### src/hdl/acpeq_pkg.sv
`default_nettype none

package acpeq_pkg;

    localparam int ADDR_W = 3;
    localparam int DATA_W = 32;
    localparam int HIST_W = 5;
    localparam int CNT_W  = 8;

    localparam logic [1:0] MODE_IDLE  = 2'd0;
    localparam logic [1:0] MODE_CALIB = 2'd1;
    localparam logic [1:0] MODE_READY = 2'd2;
    localparam logic [1:0] MODE_ERROR = 2'd3;

    localparam logic REG_TIMEOUT    = 1'b0;
    localparam logic REG_MIN_PERIOD = 1'b1;

    localparam logic [CNT_W-1:0] TIMEOUT_RST    = 8'd102;
    localparam logic [CNT_W-1:0] MIN_PERIOD_RST = 8'd97;
    localparam logic [CNT_W-1:0] TICK_RST       = 8'd254;
    localparam logic [CNT_W-1:0] CNT_FULL       = 8'd255;

    typedef struct packed {
        logic [CNT_W-1:0] timeout_ticks;
        logic [CNT_W-1:0] min_period_ticks;
    } acpeq_cfg_t;

    // majority of five
    function automatic logic vote5(input logic [HIST_W-1:0] h);
        logic [2:0] ones;
        ones = 3'd0;
        for (int i = 0; i < HIST_W; i++)
        begin
            ones = ones + {2'b00, h[i]};
        end
        return (ones >= 3'd3);
    endfunction

endpackage

`default_nettype wire

### src/hdl/acpeq_if.sv
`default_nettype none

interface acpeq_in_if
    import acpeq_pkg::*;
();
    logic              valid;
    logic              ready;
    logic              func;
    logic              sample;
    logic [HIST_W-1:0] start_history;

    modport source (output valid, func, sample, start_history, input ready);
    modport sink (input valid, func, sample, start_history, output ready);
endinterface

interface acpeq_out_if;
    logic       valid;
    logic       ready;
    logic [1:0] status;
    logic       filtered_level;
    logic       phase_edge;

    modport source (output valid, status, filtered_level, phase_edge, input ready);
    modport sink (input valid, status, filtered_level, phase_edge, output ready);
endinterface

`default_nettype wire

### src/hdl/acpeq_cfg.sv
`default_nettype none

module acpeq_cfg
    import acpeq_pkg::*;
(
    input  wire logic              clk,
    input  wire logic              rst_n,
    input  wire logic              psel,
    input  wire logic              penable,
    input  wire logic              pwrite,
    input  wire logic [ADDR_W-1:0] paddr,
    input  wire logic [DATA_W-1:0] pwdata,
    output logic      [DATA_W-1:0] prdata,
    output logic                   pready,
    output acpeq_cfg_t             cfg
);

    acpeq_cfg_t cfg_reg;
    logic       reg_sel;
    logic       wr_en;

    assign reg_sel = paddr[2];
    assign pready  = 1'b1;
    assign wr_en   = psel && penable && pwrite && pready;
    assign cfg     = cfg_reg;

    always_ff @(posedge clk or negedge rst_n)
    begin
        if (!rst_n)
        begin
            cfg_reg.timeout_ticks    <= TIMEOUT_RST;
            cfg_reg.min_period_ticks <= MIN_PERIOD_RST;
        end
        else if (wr_en)
        begin
            unique case (reg_sel)
                REG_TIMEOUT:    cfg_reg.timeout_ticks    <= pwdata[CNT_W-1:0];
                REG_MIN_PERIOD: cfg_reg.min_period_ticks <= pwdata[CNT_W-1:0];
                default:        ;
            endcase
        end
    end

    always_comb
    begin
        unique case (reg_sel)
            REG_TIMEOUT:    prdata = {{(DATA_W-CNT_W){1'b0}}, cfg_reg.timeout_ticks};
            REG_MIN_PERIOD: prdata = {{(DATA_W-CNT_W){1'b0}}, cfg_reg.min_period_ticks};
            default:        prdata = '0;
        endcase
    end

endmodule

`default_nettype wire

### src/hdl/acpeq_core.sv
`default_nettype none

module acpeq_core
    import acpeq_pkg::*;
(
    input  wire logic        clk,
    input  wire logic        rst_n,
    input  wire acpeq_cfg_t  cfg,
    acpeq_in_if.sink         item,
    acpeq_out_if.source      result
);

    // input stage
    logic              s1_valid_reg;
    logic              s1_func_reg;
    logic              s1_sample_reg;
    logic [HIST_W-1:0] s1_start_reg;

    // qualifier state
    logic [HIST_W-1:0] hist_reg, hist_next;
    logic              level_reg, level_next;
    logic [1:0]        mode_reg, mode_next;
    logic [CNT_W-1:0]  tick_reg, tick_next;
    logic [CNT_W-1:0]  err_reg, err_next;
    logic [CNT_W-1:0]  rec_reg, rec_next;
    logic              pulse;

    // result stage
    logic       out_valid_reg;
    logic [1:0] out_status_reg;
    logic       out_level_reg;
    logic       out_edge_reg;

    logic              advance;
    logic [HIST_W-1:0] shifted;
    logic              lvl;
    logic [CNT_W-1:0]  err_dec;
    logic [CNT_W-1:0]  rec_dec;

    assign advance    = s1_valid_reg && (!out_valid_reg || result.ready);
    assign item.ready = !s1_valid_reg || advance;

    always_ff @(posedge clk or negedge rst_n)
    begin
        if (!rst_n)
        begin
            s1_valid_reg <= 1'b0;
        end
        else if (item.ready)
        begin
            s1_valid_reg <= item.valid;
        end
    end

    always_ff @(posedge clk)
    begin
        if (item.valid && item.ready)
        begin
            s1_func_reg   <= item.func;
            s1_sample_reg <= item.sample;
            s1_start_reg  <= item.start_history;
        end
    end

    assign shifted = {hist_reg[HIST_W-2:0], s1_sample_reg};
    assign lvl     = vote5(shifted);
    assign err_dec = err_reg - 8'd1;
    assign rec_dec = rec_reg - 8'd1;

    always_comb
    begin
        hist_next  = hist_reg;
        level_next = level_reg;
        mode_next  = mode_reg;
        tick_next  = tick_reg;
        err_next   = err_reg;
        rec_next   = rec_reg;
        pulse      = 1'b0;
        if (!s1_func_reg)
        begin
            hist_next  = s1_start_reg;
            level_next = vote5(s1_start_reg);
            mode_next  = MODE_CALIB;
            tick_next  = TICK_RST;
            err_next   = CNT_FULL;
            rec_next   = CNT_FULL;
        end
        else if (mode_reg != MODE_IDLE)
        begin
            hist_next = shifted;
            if (lvl == level_reg)
            begin
                if (tick_reg < cfg.timeout_ticks)
                begin
                    tick_next = tick_reg + 8'd1;
                end
                else
                begin
                    tick_next = '0;
                    rec_next  = CNT_FULL;
                    err_next  = err_dec;
                    if (err_dec == '0)
                    begin
                        mode_next = MODE_ERROR;
                    end
                end
            end
            else
            begin
                level_next = lvl;
                tick_next  = '0;
                if (mode_reg == MODE_CALIB)
                begin
                    mode_next = MODE_READY;
                end
                else if (tick_reg > cfg.min_period_ticks)
                begin
                    err_next = CNT_FULL;
                    pulse    = (mode_reg == MODE_READY);
                    rec_next = rec_dec;
                    if (rec_dec == '0)
                    begin
                        mode_next = MODE_READY;
                    end
                end
                else
                begin
                    rec_next = CNT_FULL;
                    err_next = err_dec;
                    if (err_dec == '0)
                    begin
                        mode_next = MODE_ERROR;
                    end
                end
            end
        end
    end

    always_ff @(posedge clk or negedge rst_n)
    begin
        if (!rst_n)
        begin
            hist_reg  <= '0;
            level_reg <= 1'b0;
            mode_reg  <= MODE_IDLE;
            tick_reg  <= TICK_RST;
            err_reg   <= CNT_FULL;
            rec_reg   <= CNT_FULL;
        end
        else if (advance)
        begin
            hist_reg  <= hist_next;
            level_reg <= level_next;
            mode_reg  <= mode_next;
            tick_reg  <= tick_next;
            err_reg   <= err_next;
            rec_reg   <= rec_next;
        end
    end

    always_ff @(posedge clk or negedge rst_n)
    begin
        if (!rst_n)
        begin
            out_valid_reg <= 1'b0;
        end
        else if (advance)
        begin
            out_valid_reg <= 1'b1;
        end
        else if (result.ready)
        begin
            out_valid_reg <= 1'b0;
        end
    end

    always_ff @(posedge clk)
    begin
        if (advance)
        begin
            out_status_reg <= mode_next;
            out_level_reg  <= level_next;
            out_edge_reg   <= pulse;
        end
    end

    assign result.valid          = out_valid_reg;
    assign result.status         = out_status_reg;
    assign result.filtered_level = out_level_reg;
    assign result.phase_edge     = out_edge_reg;

    a_edge_only_ready: assert property (@(posedge clk) disable iff (!rst_n)
        out_valid_reg && out_edge_reg |-> out_status_reg == MODE_READY)
        else $error("phase edge outside ready");

    a_start_calib: assert property (@(posedge clk) disable iff (!rst_n)
        advance && !s1_func_reg |=> out_status_reg == MODE_CALIB && !out_edge_reg)
        else $error("start beat did not enter calibration");

    a_idle_counters: assert property (@(posedge clk) disable iff (!rst_n)
        mode_reg == MODE_IDLE |-> tick_reg == TICK_RST && err_reg == CNT_FULL
            && rec_reg == CNT_FULL)
        else $error("counters moved while idle");

    a_status_tracks: assert property (@(posedge clk) disable iff (!rst_n)
        out_valid_reg |-> out_status_reg == mode_reg && out_level_reg == level_reg)
        else $error("result out of step with state");

endmodule

`default_nettype wire

### src/hdl/ac_phase_edge_qualifier.sv
// AC phase edge qualifier. Each beat on item is either a start (func 0), which loads the
// five-sample history and enters calibration, or a tick (func 1), which, unless the block
// is idle, shifts in one pin sample, votes the filtered level and updates the timeout, error
// and recovery counters. Every accepted beat yields exactly one result beat carrying status,
// filtered level and the phase edge pulse. One beat is accepted per clock while the result
// side is not stalling; a beat is held in the input register on acceptance and the state
// update then loads the result register, from which the result beat is offered. The state
// update loop sets that rate. Two APB registers: timeout_ticks at 0x0 and min_period_ticks
// at 0x4, to be written only while no beat is in flight.
`default_nettype none

module ac_phase_edge_qualifier
    import acpeq_pkg::*;
(
    input  wire logic              clk,
    input  wire logic              rst_n,
    input  wire logic              psel,
    input  wire logic              penable,
    input  wire logic              pwrite,
    input  wire logic [ADDR_W-1:0] paddr,
    input  wire logic [DATA_W-1:0] pwdata,
    output logic      [DATA_W-1:0] prdata,
    output logic                   pready,
    acpeq_in_if.sink               item,
    acpeq_out_if.source            result
);

    acpeq_cfg_t cfg;

    acpeq_cfg u_cfg (
        .clk     (clk),
        .rst_n   (rst_n),
        .psel    (psel),
        .penable (penable),
        .pwrite  (pwrite),
        .paddr   (paddr),
        .pwdata  (pwdata),
        .prdata  (prdata),
        .pready  (pready),
        .cfg     (cfg)
    );

    acpeq_core u_core (
        .clk    (clk),
        .rst_n  (rst_n),
        .cfg    (cfg),
        .item   (item),
        .result (result)
    );

endmodule

`default_nettype wire

### src/flat_wrapper.sv
// flat-port wrapper written by rule: the top's interface ports become plain ports
module ac_phase_edge_qualifier_flat import acpeq_pkg::*;
  (clk, rst_n, psel, penable, pwrite, paddr, pwdata, prdata, pready, item_valid, item_func, item_sample, item_start_history, item_ready, result_valid, result_status, result_filtered_level, result_phase_edge, result_ready);
  acpeq_in_if item_i ();
  acpeq_out_if result_i ();
  input  wire logic clk;
  input  wire logic rst_n;
  input  wire logic psel;
  input  wire logic penable;
  input  wire logic pwrite;
  input  wire logic [ADDR_W-1:0] paddr;
  input  wire logic [DATA_W-1:0] pwdata;
  output logic      [DATA_W-1:0] prdata;
  output logic pready;
  input wire logic [$bits(item_i.valid)-1:0] item_valid;
  input wire logic [$bits(item_i.func)-1:0] item_func;
  input wire logic [$bits(item_i.sample)-1:0] item_sample;
  input wire logic [$bits(item_i.start_history)-1:0] item_start_history;
  output wire logic [$bits(item_i.ready)-1:0] item_ready;
  output wire logic [$bits(result_i.valid)-1:0] result_valid;
  output wire logic [$bits(result_i.status)-1:0] result_status;
  output wire logic [$bits(result_i.filtered_level)-1:0] result_filtered_level;
  output wire logic [$bits(result_i.phase_edge)-1:0] result_phase_edge;
  input wire logic [$bits(result_i.ready)-1:0] result_ready;
  assign item_i.valid = item_valid;
  assign item_i.func = item_func;
  assign item_i.sample = item_sample;
  assign item_i.start_history = item_start_history;
  assign item_ready = item_i.ready;
  assign result_valid = result_i.valid;
  assign result_status = result_i.status;
  assign result_filtered_level = result_i.filtered_level;
  assign result_phase_edge = result_i.phase_edge;
  assign result_i.ready = result_ready;
  ac_phase_edge_qualifier u_core (.clk(clk), .rst_n(rst_n), .psel(psel), .penable(penable), .pwrite(pwrite), .paddr(paddr), .pwdata(pwdata), .prdata(prdata), .pready(pready), .item(item_i), .result(result_i));
endmodule
### config.mk
export PLATFORM = sky130hd
export DESIGN_NAME = ac_phase_edge_qualifier_flat
export DESIGN_NICKNAME = d
export VERILOG_FILES = /design/src/hdl/acpeq_pkg.sv /design/src/hdl/acpeq_if.sv /design/src/hdl/acpeq_cfg.sv /design/src/hdl/acpeq_core.sv /design/src/hdl/ac_phase_edge_qualifier.sv /design/src/flat_wrapper.sv
export SDC_FILE = /design/constraint.sdc
export NUM_CORES = 1
export LEC_CHECK = 0
export BUFFER_PORTS_ARGS = -buffer_cell sky130_fd_sc_hd__buf_2
export CAP_MARGIN = 25
export CORE_MARGIN = 2
export CORE_UTILIZATION = 45
export DETAILED_ROUTE_END_ITERATION = 6
export PLACE_DENSITY = 0.71
export SYNTH_ARGS = -nofsm -noshare
export SYNTH_HDL_FRONTEND = slang
export SYNTH_SLANG_ARGS = --single-unit
### constraint.sdc
create_clock -name clk -period 2.78 [get_ports clk]
set_input_delay 0.834 -clock clk [delete_from_list [all_inputs] [get_ports clk]]
set_output_delay 0.834 -clock clk [all_outputs]
set_load 0.05 [all_outputs]
Word-level counts from Yosys, hierarchy flattened
Index checks and enable logic that the tools add are counted.

Add/subtract/negate cells: 11. Magnitude comparators: 4. Eq/ne operators: 6. Muxes and demuxes: 32. Bitwise gates (word level): 4. Reductions and logical operators: 17.

Operator list (number): 2-to-1 mux 8 bit (16); case mux 32 bit (2 select lines) (1); logical NOT 8 bit (2); 2-to-1 mux 2 bit (8); subtractor 8 x 1 -> 8 bit, second input constant (2); adder 3 x 1 -> 3 bit (4); adder 8 x 1 -> 8 bit, second input constant (1); > comparator 8 bit (1); less-than comparator 8 bit (1); 2-to-1 mux 4 bit (2); adder 2 x 1 -> 3 bit (2); greater-or-equal comparator 3 x 2 -> 1 bit, second input constant (2); != test 3 bit, second input constant (2); AND reduction 2 bit (3); 2-to-1 mux 1 bit (5); OR reduction 5 bit (1); adder 1 x 1 -> 2 bit (2); logical AND 1 bit (4); NOT 1 bit (4); AND reduction 4 bit (1); nonzero test 2 bit (2); == test 2 x 1 -> 1 bit, second input constant (1); == test 2 bit, second input constant (1); logical NOT 1 bit (2); other kinds (3) (4).

Flip-flop bits (word level): 60. Input port bits: 49. Output and inout bits: 39. Logic and storage cells: 90.

Logic depth before layout (Yosys ltp)
Gate-level depths: netlist (run 1).

Depth in word-level cells: 9. Depth in mapped cells: 13. Mapped depth without buffers: 11.

Cells and area by module
A second synthesis (run 1) with hierarchy kept.

Cell total of the unflattened synthesis: 400. Area total of the unflattened synthesis: 3973.8 sq um.

By module, submodules not included: acpeq_core (instances 1, cells an instance 330, area each 3042.9 sq um, seq. area each 1184.9 sq um); acpeq_cfg (instances 1, cells an instance 70, area each 930.9 sq um, seq. area each 409.1 sq um).

Least setup slack after synthesis (run 1)
No wires, ideal clock.

Path type: input -> output. Start: input paddr[2]. End: output prdata[5]. Data arrival time: 2.292 ns. Data required time: 1.946 ns. Setup slack: -0.346 ns. Cell stages on the path: 3. Buffers on the path: 2. Cells stage by stage: clkbuf_1 > clkbuf_1 > o21ai_0.

Longest elaborated chain between the ends: 2.

Ends and longest elaborated chain: from (decl) (line flat_wrapper.sv:11) `input wire logic [ADDR_W-1:0] paddr;`; NOT 1 bit; case mux 32 bit (2 select lines) (*) (line acpeq_cfg.sv:46) `unique case (reg_sel)`; to (decl) (line flat_wrapper.sv:13) `output logic [DATA_W-1:0] prdata;`.

Mark *: on every way between the ends. The rest lies on a longest branch, timed or not. The select of a mux whose other input is x is not followed.

Worst setup path in the final report (run 1)
Start: register u_core.u_core.s1_sample_reg. End: register u_core.u_core.rec_reg[2].

Longest elaborated chain between the ends: 9. Elaborated cells between the ends (all ways): 12. Classes of those cells: 4 x add/sub; 1 x order compare; 3 x eq/ne; 3 x mux; 1 x reduce/logical.

Ends and longest elaborated chain: from (decl) (line acpeq_core.sv:16) `logic s1_sample_reg;`; from (signal assigned) (line acpeq_core.sv:60) `s1_sample_reg <= item.sample;`; adder 1 x 1 -> 2 bit (*) (line acpeq_pkg.sv:34) `ones = ones + {2'b00, h[i]};`; adder 2 x 1 -> 3 bit (*) (line acpeq_pkg.sv:34); adder 3 x 1 -> 3 bit (*) (2 in a row) (line acpeq_pkg.sv:34); greater-or-equal comparator 3 x 2 -> 1 bit (*) (line acpeq_pkg.sv:36) `return (ones >= 3'd3);`; == test 1 bit (*) (line acpeq_core.sv:91) `if (lvl == level_reg)`; 2-to-1 mux 8 bit (line acpeq_core.sv:91); 2-to-1 mux 8 bit (line acpeq_core.sv:88) `else if (mode_reg != MODE_IDLE)`; 2-to-1 mux 8 bit (line acpeq_core.sv:79) `if (!s1_func_reg)`; to (signal assigned) (line acpeq_core.sv:157) `rec_reg <= rec_next;`; to (decl) (line acpeq_core.sv:25) `logic [CNT_W-1:0] rec_reg, rec_next;`.

Marks and branches as above. A chain may end at the register's enable or synchronous reset.

==> run summary, run 1 <==
Largest net degree at the start of global routing = 23
Final ANT Viol Nets = 0
Num CTS Buffers = 9
Drt pass-1 iters = 4
Initial antenna violation count = 0
Status = finished, violations left
Clk buf depth = 2
Root buf cell = clkbuf_8
Wire per inst = 14.4 um
Most common cell on crit path = inv_2
Tcrit/Tclk final = 1.11
DRC Markers = 0
Final wirelength = 8050 um
Fin nets = 526
Final setup margin = -0.300 ns
GRT met3 Usage = 0.0345
Die height = 96.3 um
Synthesized instance count = 399
Global router's overall resource usage = 0.188
Core area = 8220 um^2
Hpwl dp = 5740 um
Post-synthesis sequential area ratio = 0.416
CP max FO = 16
Class of the worst hold path = input pin to asynchronous set/reset pin
Final antenna diode count = 0
Critical Path AT = 3.36 ns
TritonCTS clock tree = done
Final Hold Fails = 0
Met2 usage = 0.317
Least-Margin Pin Slew = 0.544 ns
Total gr overflow = 0
Final Wtd Congestion = 0.826
Fmax = 325 MHz
WP data required = 3.06 ns
Max-slew violation count = 0
Max_cap viols = 0
Port bufs = 36
Area delta synth->final = 17.9%
Seq cells post-synth = 60
Post-CTS Hold Buffers = 0
Crit path kind = flop to flop
Total power = 4950 uW
First-pass GRT wire length = 13200 um
Ports = 88
Initial core utilization = 0.466
CP peak stage delay = 0.49 ns
GR Layer Usage met1 = 0.229
Total negative slack for setup checks = -4.36 ns
CP delay by family, top = adder cells
Most frequent cells in the layout = inv_1, buf_2, nand2_1, dfstp_2, conb_1
Number of buffers and inverters on the critical path = 2
Max H-tree Level = 3
Vias per inst = 5.28
Worst VDD drop = 566 uV
Die extent in x = 96.3 um
Violated checks = negative setup slack
Clk_lat worst skew = 0.35 ns
Synth unique cells = 63
Worst slew margin = 0.637
Die Area = 9270 um^2
Top_reg_cell synth = dfstp_2
Tmin final = 3.08 ns
RSZ-0062 raised after global routing = yes
Post-synth EDFFs = 11
Power per cell area = 1100 nW/um^2
Max FFs per register = 16
Skew final = 0.0109 ns
Most common cell after layout, fill and taps aside = inv_1
Pleak = 0.00202 uW
Layout cells sized above 1 = 0.330
CTS Sinks = 60
Crit path capture type = flop
Crit start category = flop
Syn Area/Cell = 9.60 um^2
Slowest stage cell on the critical path = fa_1
Reg area = 1590 um^2
Via count = 2956
Clock transition at the registers of the reported paths = 0.07 ns
Vias in the first global route = 2880
GRT Max-Usage Layer = met2
Multi-input gate area = 2080 um^2
Synth async-reset ratio = 0.817
Final setup fails = 20
DRT iter0 DRCs = 148
Fill cells = 729
Post-Syn Area = 3830 um^2
Num rows = 33
Yosys warnings = 0
Cell Chain, Critical Path = inv_2 > fa_1 > fa_2 > inv_2 > ha_4 > nor2b_4 > or3_4 > a221o_1 > a21o_4 > o21a_1 > o32a_1
==> power breakdown <==
part           leakage, uW  total, uW  switching, uW  internal (uW)
Combinational      0.00127       2600           1480           1130
Clock            0.0000989        874            375            499
Sequential        0.000654       1480            256           1220
Total              0.00202       4950           2110           2850
==> worst paths after layout <==
path | startpoint | end | slack, ns | depth (start not counted)
min in group clk | u_core.u_core.err_reg[5]$_DFFE_PN1P_ | u_core.u_core.err_reg[5]$_DFFE_PN1P_ | 0.49 | 2
setup / recovery | u_core.u_core.s1_sample_reg$_DFFE_PP_ | u_core.u_core.rec_reg[2]$_DFFE_PN1P_ | -0.30 | 11
hold reg to reg | u_core.u_core.err_reg[5]$_DFFE_PN1P_ | u_core.u_core.err_reg[5]$_DFFE_PN1P_ | 0.49 | 2
setup reg to reg | u_core.u_core.s1_sample_reg$_DFFE_PP_ | u_core.u_core.rec_reg[2]$_DFFE_PN1P_ | -0.30 | 11
max in group asynchronous | rst_n | u_core.u_core.tick_reg[4]$_DFFE_PN1P_ | 1.65 | 2
hold / removal | rst_n | u_core.u_cfg.cfg[8]$_DFFE_PN0P_ | 0.44 | 1
==> routing by layer <==
metal	share of wire	wire, um
met1	0.43	3480
met2	0.51	4100
met3	0.040	321
met4	0.019	153
met5	0	0
==> repair_timing <==
action / in CTS / in global routing
endpoints found under the setup margin: 23 / 31
setup buffers: 2 / 1
pin swaps: 4 / 10
resized for setup: 15 / 10
hold endpoints to repair: 0 / 0
==> synth_stat cells (5+ instances only) <==
master	count	area, um^2
nor2_1	25	93.8
o21ai_0	26	130
dfstp_2	30	788
mux2_2	17	191
o32a_1	5	50.1
edfxtp_1	11	330
nor3b_1	5	37.5
nor2b_1	6	37.5
nand2_1	31	116
dfrtp_1	19	475
nand3_1	5	25.0
and2_1	5	31.3
ha_1	23	288
o21ai_1	11	55.1
buf_4	26	195
clkbuf_1	5	18.8
nor3_1	10	50.1
and3_1	6	37.5
inv_1	41	154
buf_2	5	25.0
a21oi_1	21	105
==> final cells by class <==
| class | instances | share of cell area |
|---|---|---|
| multi-input combinational | 284 | 0.460 |
| sequential | 60 | 0.353 |
| timing repair buffer | 54 | 0.0759 |
| inverter | 41 | 0.0341 |
| tap | 105 | 0.0291 |
| clock buffer | 9 | 0.0274 |
| clock inverter | 7 | 0.0202 |
==> worst register-to-register path, delay by kind of cell (launching register included) <==
| family | cells | cell delay [ns] |
|---|---|---|
| AO/OA/AOI/OAI | 4 | 0.99 |
| buffers and inverters | 2 | 0.13 |
| AND/OR/NAND/NOR | 2 | 0.48 |
| adder cells (fa/ha/maj) | 3 | 1.03 |
| flip-flops | 1 | 0.37 |
==> logic make-up after synthesis <==
logic type / share of synthesized area
and+or+nand+nor: 0.148
AOI/OAI and AO/OA: 0.165
buffers and inverters: 0.106
DFF: 0.416
adders and majority gates: 0.0960
muxes: 0.0604
xor gates and xnor gates: 0.00686
other: 0.00196
==> per-stage QoR <==
step	cells	hold slack (ns)	util	setup WS, ns	area, um^2
3_5_place_dp	541	0.485	0.508	-0.346	4170
2_1_floorplan	422	0.450	-	-0.338	4020
3_3_place_gp	541	0.469	0.508	-0.301	4170
4_1_cts	559	0.456	0.544	-0.288	4470
6_report	560	0.437	0.549	-0.300	4510
5_1_grt	560	0.467	0.549	-0.404	4510
Power figures use the tool's default switching activity.
==> run 2, diff against run 1 <==
CORE_UTILIZATION = 40   (was 45)
PLACE_DENSITY = default   (was 0.71)
SKIP_LAST_GASP = 1   (was default)
==> run summary, run 2 (synthesized netlist as in run 1, its figures left out) <==
Status = finished, violations left (unchanged)
Violated checks = negative setup slack (unchanged)
CP peak stage delay = 0.45 ns (was 0.49 ns)
Max FFs per register = 16 (unchanged)
R2r setup slk = -0.31 ns (was -0.30 ns)
Global router's overall resource usage = 0.164 (was 0.188)
Met2 usage = 0.270 (was 0.317)
Multi-input gate area = 2110 um^2 (was 2080 um^2)
Max H-tree Level = 3 (unchanged)
Via count = 2961 (was 2956)
First-pass GRT wire length = 13400 um (was 13200 um)
Tmin final = 3.09 ns (was 3.08 ns)
Worst R2R Start = u_core.u_core.hist_reg[2]$_DFFE_PN0P_ (was u_core.u_core.s1_sample_reg$_DFFE_PP_)
Num CTS Buffers = 9 (unchanged)
Crit start category = flop (unchanged)
Max_cap viols = 0 (unchanged)
Die Area = 10400 um^2 (was 9270 um^2)
Crit path capture type = flop (unchanged)
DRC Markers = 0 (unchanged)
Core area = 9280 um^2 (was 8220 um^2)
Final setup fails = 29 (was 20)
Die height = 102 um (was 96.3 um)
DRT iter0 DRCs = 166 (was 148)
Max-slew violation count = 0 (unchanged)
RSZ-0062 raised after global routing = yes (unchanged)
Wire per inst = 13.7 um (was 14.4 um)
Vias per inst = 5.01 (was 5.28)
Total gr overflow = 0 (unchanged)
Hold_ws = 0.411 ns (was 0.437 ns)
Crit path kind = flop to flop (unchanged)
Power per cell area = 1100 nW/um^2 (about the same)
GRT Max-Usage Layer = met2 (unchanged)
Reg area = 1590 um^2 (unchanged)
Final setup margin = -0.309 ns (was -0.300 ns)
CP max FO = 12 (was 16)
GR Layer Usage met1 = 0.212 (was 0.229)
Worst r2r path cells = 12 (was 11)
Initial core utilization = 0.413 (was 0.466)
Hpwl dp = 5850 um (was 5740 um)
TritonCTS clock tree = done (unchanged)
Worst VDD drop = 417 uV (was 566 uV)
WP data required = 3.03 ns (was 3.06 ns)
Drt pass-1 iters = 4 (unchanged)
Least-Margin Pin Slew = 0.510 ns (was 0.544 ns)
Vias in the first global route = 2892 (was 2880)
Final Hold Fails = 0 (unchanged)
Most common cell after layout, fill and taps aside = inv_1 (unchanged)
Largest net degree at the start of global routing = 36 (was 23)
Ports = 88 (unchanged)
Die extent in x = 102 um (was 96.3 um)
Pleak = 0.00205 uW (was 0.00202 uW)
Fmax = 324 MHz (was 325 MHz)
Reg2reg end = u_core.u_core.err_reg[3]$_DFFE_PN1P_ (was u_core.u_core.rec_reg[2]$_DFFE_PN1P_)
Worst slew margin = 0.658 (was 0.637)
Most frequent cells in the layout = inv_1, buf_2, nand2_1, dfstp_2, conb_1 (unchanged)
Root buf cell = clkbuf_8 (unchanged)
Slowest stage cell on the critical path = a221o_1 (was fa_1)
Clk_lat worst skew = 0.33 ns (was 0.35 ns)
Final Wtd Congestion = 0.890 (was 0.826)
Initial antenna violation count = 0 (unchanged)
Area delta synth->final = 19.8% (was 17.9%)
CTS Sinks = 60 (unchanged)
Layout cells sized above 1 = 0.340 (was 0.330)
GRT met3 Usage = 0.0315 (was 0.0345)
# placed instances = 566 (was 541)
Skew final = 0.00851 ns (was 0.0109 ns)
Critical Path AT = 3.34 ns (was 3.36 ns)
Fin cells = 591 (was 560)
Cell Chain, Critical Path = inv_1 > fa_1 > fa_2 > inv_2 > ha_4 > nor2b_4 > or3_4 > a221o_1 > a21oi_4 > buf_12 > nor2_4 > a31oi_1 (was inv_2 > fa_1 > fa_2 > inv_2 > ha_4 > nor2b_4 > or3_4 > a221o_1 > a21o_4 > o21a_1 > o32a_1)
Final wirelength = 8120 um (was 8050 um)
Fin nets = 533 (was 526)
Clk buf depth = 2 (unchanged)
Final antenna diode count = 0 (unchanged)
Port bufs = 36 (unchanged)
DP Worst Slack = -0.362 ns (was -0.346 ns)
Class of the worst hold path = input pin to asynchronous set/reset pin (unchanged)
Tcrit/Tclk final = 1.11 (about the same)
Final ANT Viol Nets = 0 (unchanged)
Clock transition at the registers of the reported paths = 0.06 ns (was 0.07 ns)
Total power = 5060 uW (was 4950 uW)
Fill cells = 880 (was 729)
Num rows = 35 (was 33)
## run 2: cell type report
class	instances	share of cell area
clock inverters	5	0.00436
repair buffers	60	0.0908
flip-flops and latches	60	0.347
well taps	129	0.0352
multi-input cells	285	0.460
inverters	41	0.0335
clock buffers	11	0.0286
## run 2: layer usage
metal	up-vias	share of wire
met2	66	0.51
met5	-	0
li1	1466	-
met3	11	0.035
met4	0	0.017
met1	1418	0.44
## run 2: worst max path at each step
stage	slack, ns	start	end
after detailed placement	-0.36	u_core.u_core.s1_sample_reg$_DFFE_PP_	u_core.u_core.rec_reg[2]$_DFFE_PN1P_
final	-0.31	u_core.u_core.hist_reg[2]$_DFFE_PN0P_	u_core.u_core.err_reg[3]$_DFFE_PN1P_
after global routing	-0.44	u_core.u_core.s1_sample_reg$_DFFE_PP_	u_core.u_core.rec_reg[4]$_DFFE_PN1P_
after global placement	-0.32	u_core.u_core.s1_sample_reg$_DFFE_PP_	u_core.u_core.err_reg[2]$_DFFE_PN1P_
after floorplan	-0.34	paddr[2]	prdata[6]
after CTS	-0.31	u_core.u_core.s1_sample_reg$_DFFE_PP_	u_core.u_core.err_reg[3]$_DFFE_PN1P_
## run 2: critical path: cells and delay by family (launching register included)
kind,cells,cell delay (ns)
AOI/OAI and AO/OA,3,0.81
adders and majority gates,3,0.97
buffers and inverters,3,0.31
DFF,1,0.38
and+or+nand+nor,3,0.54
## run 2: where the power goes
group	switching (uW)	total [uW]	internal, uW
registers	251	1470	1220
logic	1580	2960	1380
clock network	325	635	310
## run 2: repair_timing
action | CTS | global route
pin swaps | 7 | 10
cloned | 1 | 0
setup endpoints to repair | 29 | 30
hold buffers | 0 | 0
buffers inserted | 4 | 4
resized for setup | 13 | 22
## run 2: stage by stage
step | TNS (ns) | instance area [um^2] | util
after global routing | -9.45 | 4590 | 0.494
after global placement | -4.30 | 4240 | 0.456
final | -5.77 | 4590 | 0.494
after floorplan | -3.18 | 4020 | -
after detailed placement | -5.42 | 4240 | 0.456
after CTS | -5.43 | 4490 | 0.483
==> run 3, diff against run 2 <==
--- a/constraint.sdc
+++ b/constraint.sdc
@@ -3,2 +3,2 @@
 set_output_delay 0.834 -clock clk [all_outputs]
-set_load 0.05 [all_outputs]
+set_load 0.02 [all_outputs]
==> run summary, run 3 (synthesized netlist as in run 1, its figures left out) <==
Final setup margin = -0.295 ns (was -0.309 ns)
Core area = 9280 um^2 (unchanged)
Num rows = 35 (unchanged)
Max FFs per register = 16 (unchanged)
WP data required = 3.04 ns (was 3.03 ns)
Port bufs = 36 (unchanged)
Num CTS Buffers = 9 (unchanged)
Power per cell area = 1040 nW/um^2 (was 1100 nW/um^2)
CTS Sinks = 60 (unchanged)
Die Area = 10400 um^2 (unchanged)
Most common cell after layout, fill and taps aside = inv_1 (unchanged)
R2r setup slk = -0.30 ns (was -0.31 ns)
Initial core utilization = 0.413 (unchanged)
Critical Path AT = 3.34 ns (about the same)
Area delta synth->final = 19.6% (was 19.8%)
Slowest stage cell on the critical path = fa_1 (was a221o_1)
Worst R2R Start = u_core.u_core.s1_sample_reg$_DFFE_PP_ (was u_core.u_core.hist_reg[2]$_DFFE_PN0P_)
CP peak stage delay = 0.49 ns (was 0.45 ns)
Die extent in x = 102 um (unchanged)
Skew final = 0.0106 ns (was 0.00851 ns)
Max-slew violation count = 0 (unchanged)
Clk buf depth = 2 (unchanged)
Max_cap viols = 0 (unchanged)
Fin nets = 529 (was 533)
GRT met3 Usage = 0.0274 (was 0.0315)
Pleak = 0.00204 uW (was 0.00205 uW)
Worst slew margin = 0.660 (was 0.658)
Final ANT Viol Nets = 0 (unchanged)
Most common cell on crit path = inv_2
RSZ-0062 raised after global routing = yes (unchanged)
Least-Margin Pin Slew = 0.509 ns (was 0.510 ns)
Fmax = 325 MHz (was 324 MHz)
Status = finished, violations left (unchanged)
Cell Chain, Critical Path = inv_2 > fa_1 > fa_2 > inv_2 > ha_4 > nor2b_4 > or3_4 > a221o_1 > a21oi_4 > buf_12 > nor2_4 > a31oi_1 (was inv_1 > fa_1 > fa_2 > inv_2 > ha_4 > nor2b_4 > or3_4 > a221o_1 > a21oi_4 > buf_12 > nor2_4 > a31oi_1)
Layout cells sized above 1 = 0.338 (was 0.340)
Die height = 102 um (unchanged)
Via count = 2962 (was 2961)
Reg2reg end = u_core.u_core.err_reg[3]$_DFFE_PN1P_ (unchanged)
Class of the worst hold path = input pin to asynchronous set/reset pin (unchanged)
Vias in the first global route = 2787 (was 2892)
Crit path kind = flop to flop (unchanged)
Clk network pwr share = 0.165 (was 0.126)
Clk_lat worst skew = 0.34 ns (was 0.33 ns)
Final Hold Fails = 0 (unchanged)
Final wirelength = 7870 um (was 8120 um)
Total negative slack for setup checks = -5.00 ns (was -5.77 ns)
Tmin final = 3.08 ns (was 3.09 ns)
Tcrit/Tclk final = 1.11 (about the same)
Final Wtd Congestion = 0.836 (was 0.890)
CP delay by family, top = adder cells (unchanged)
P_int = 2820 uW (was 2910 uW)
Comb pwr share = 0.525 (was 0.584)
Final core occ = 0.493 (was 0.494)
Crit start category = flop (unchanged)
Root buf cell = clkbuf_8 (unchanged)
Placed Area = 4200 um^2 (was 4240 um^2)
Most frequent cells in the layout = inv_1, buf_2, nand2_1, dfstp_2, conb_1 (unchanged)
Vias per inst = 5.05 (was 5.01)
Design area = 4580 um^2 (was 4590 um^2)
First-pass GRT wire length = 13100 um (was 13400 um)
Initial antenna violation count = 0 (unchanged)
GRT Max-Usage Layer = met2 (unchanged)
GR Layer Usage met1 = 0.218 (was 0.212)
DRT iter0 DRCs = 78 (was 166)
TritonCTS clock tree = done (unchanged)
Violated checks = negative setup slack (unchanged)
Met2 usage = 0.256 (was 0.270)
Final antenna diode count = 0 (unchanged)
Clock transition at the registers of the reported paths = 0.07 ns (was 0.06 ns)
Largest net degree at the start of global routing = 32 (was 36)
Worst setup path start = u_core.u_core.s1_sample_reg$_DFFE_PP_ (was u_core.u_core.hist_reg[2]$_DFFE_PN0P_)
Worst r2r path cells = 12 (unchanged)
DRC Markers = 0 (unchanged)
Sw power = 1950 uW (was 2150 uW)
Worst VDD drop = 464 uV (was 417 uV)
Total gr overflow = 0 (unchanged)
Switching Share = 0.409 (was 0.425)
Final setup fails = 24 (was 29)
Hpwl dp = 5660 um (was 5850 um)
Global router's overall resource usage = 0.160 (was 0.164)
CP max FO = 6 (was 12)
Crit path capture type = flop (unchanged)
Max H-tree Level = 3 (unchanged)
Post-CTS Hold Buffers = 0 (unchanged)
Ports = 88 (unchanged)
Register share of total power = 0.310 (was 0.291)
Drt pass-1 iters = 4 (unchanged)
Wire per inst = 13.4 um (was 13.7 um)
Number of buffers and inverters on the critical path = 3 (unchanged)
[run 3: cell count changes in the layout (fill, tap and decap cells not counted), sizes merged]
cell      delta
clkinvlp     +1
buf          -5
clkbuf       +1
bufinv       +1
clkinv       -2
[run 3: power groups by stage]
stage                     Sequential, uW  Combinational, uW  Clock, uW
after floorplan                     1420               1630          0
after global placement              1470               2050          0
after detailed placement            1480               2120          0
after CTS                           1470               2330        804
after global routing                1520               2770        842
final                               1480               2500        785
[run 3: through the flow]
stage / worst slack, ns / instances / total power [uW] / hold slack [ns]
2_1_floorplan: -0.131 / 422 / 3040 / 0.450
4_1_cts: -0.275 / 585 / 4610 / 0.468
6_report: -0.295 / 587 / 4760 / 0.454
3_5_place_dp: -0.294 / 566 / 3600 / 0.483
5_1_grt: -0.411 / 587 / 5130 / 0.489
3_3_place_gp: -0.261 / 566 / 3520 / 0.467
[run 3: worst max path at each step]
stage                                                 endpoint  slack (ns)  cells past startpoint
after floorplan           u_core.u_core.rec_reg[6]$_DFFE_PN1P_       -0.13                     12
after global placement    u_core.u_core.rec_reg[7]$_DFFE_PN1P_       -0.26                     11
after global routing      u_core.u_core.err_reg[3]$_DFFE_PN1P_       -0.41                     12
after CTS                 u_core.u_core.err_reg[3]$_DFFE_PN1P_       -0.28                     12
after detailed placement  u_core.u_core.rec_reg[2]$_DFFE_PN1P_       -0.29                     11
final                     u_core.u_core.err_reg[3]$_DFFE_PN1P_       -0.30                     12
[run 3: layout make-up]
type,count,area (um^2)
Inverter,41,154
Sequential cell,60,1590
Tap cell,129,161
Timing Repair Buffer,56,377
Multi-Input combinational cell,285,2100
Clock inverter,5,52.6
Fill cell,888,4700
Clock buffer,11,141
[run 3: what timing repair did]
item | in CTS | in global routing
resized for setup | 14 | 18
setup endpoints to repair | 26 | 30
pin swaps | 3 | 5
gates cloned | 1 | 1
setup buffers | 2 | 1
[run 3: routing by layer]
metal  up-vias  wire (um)
met3         9        276
met2        51       3800
met1      1445       3670
li1       1457          -
met4         0        119
met5         -          0
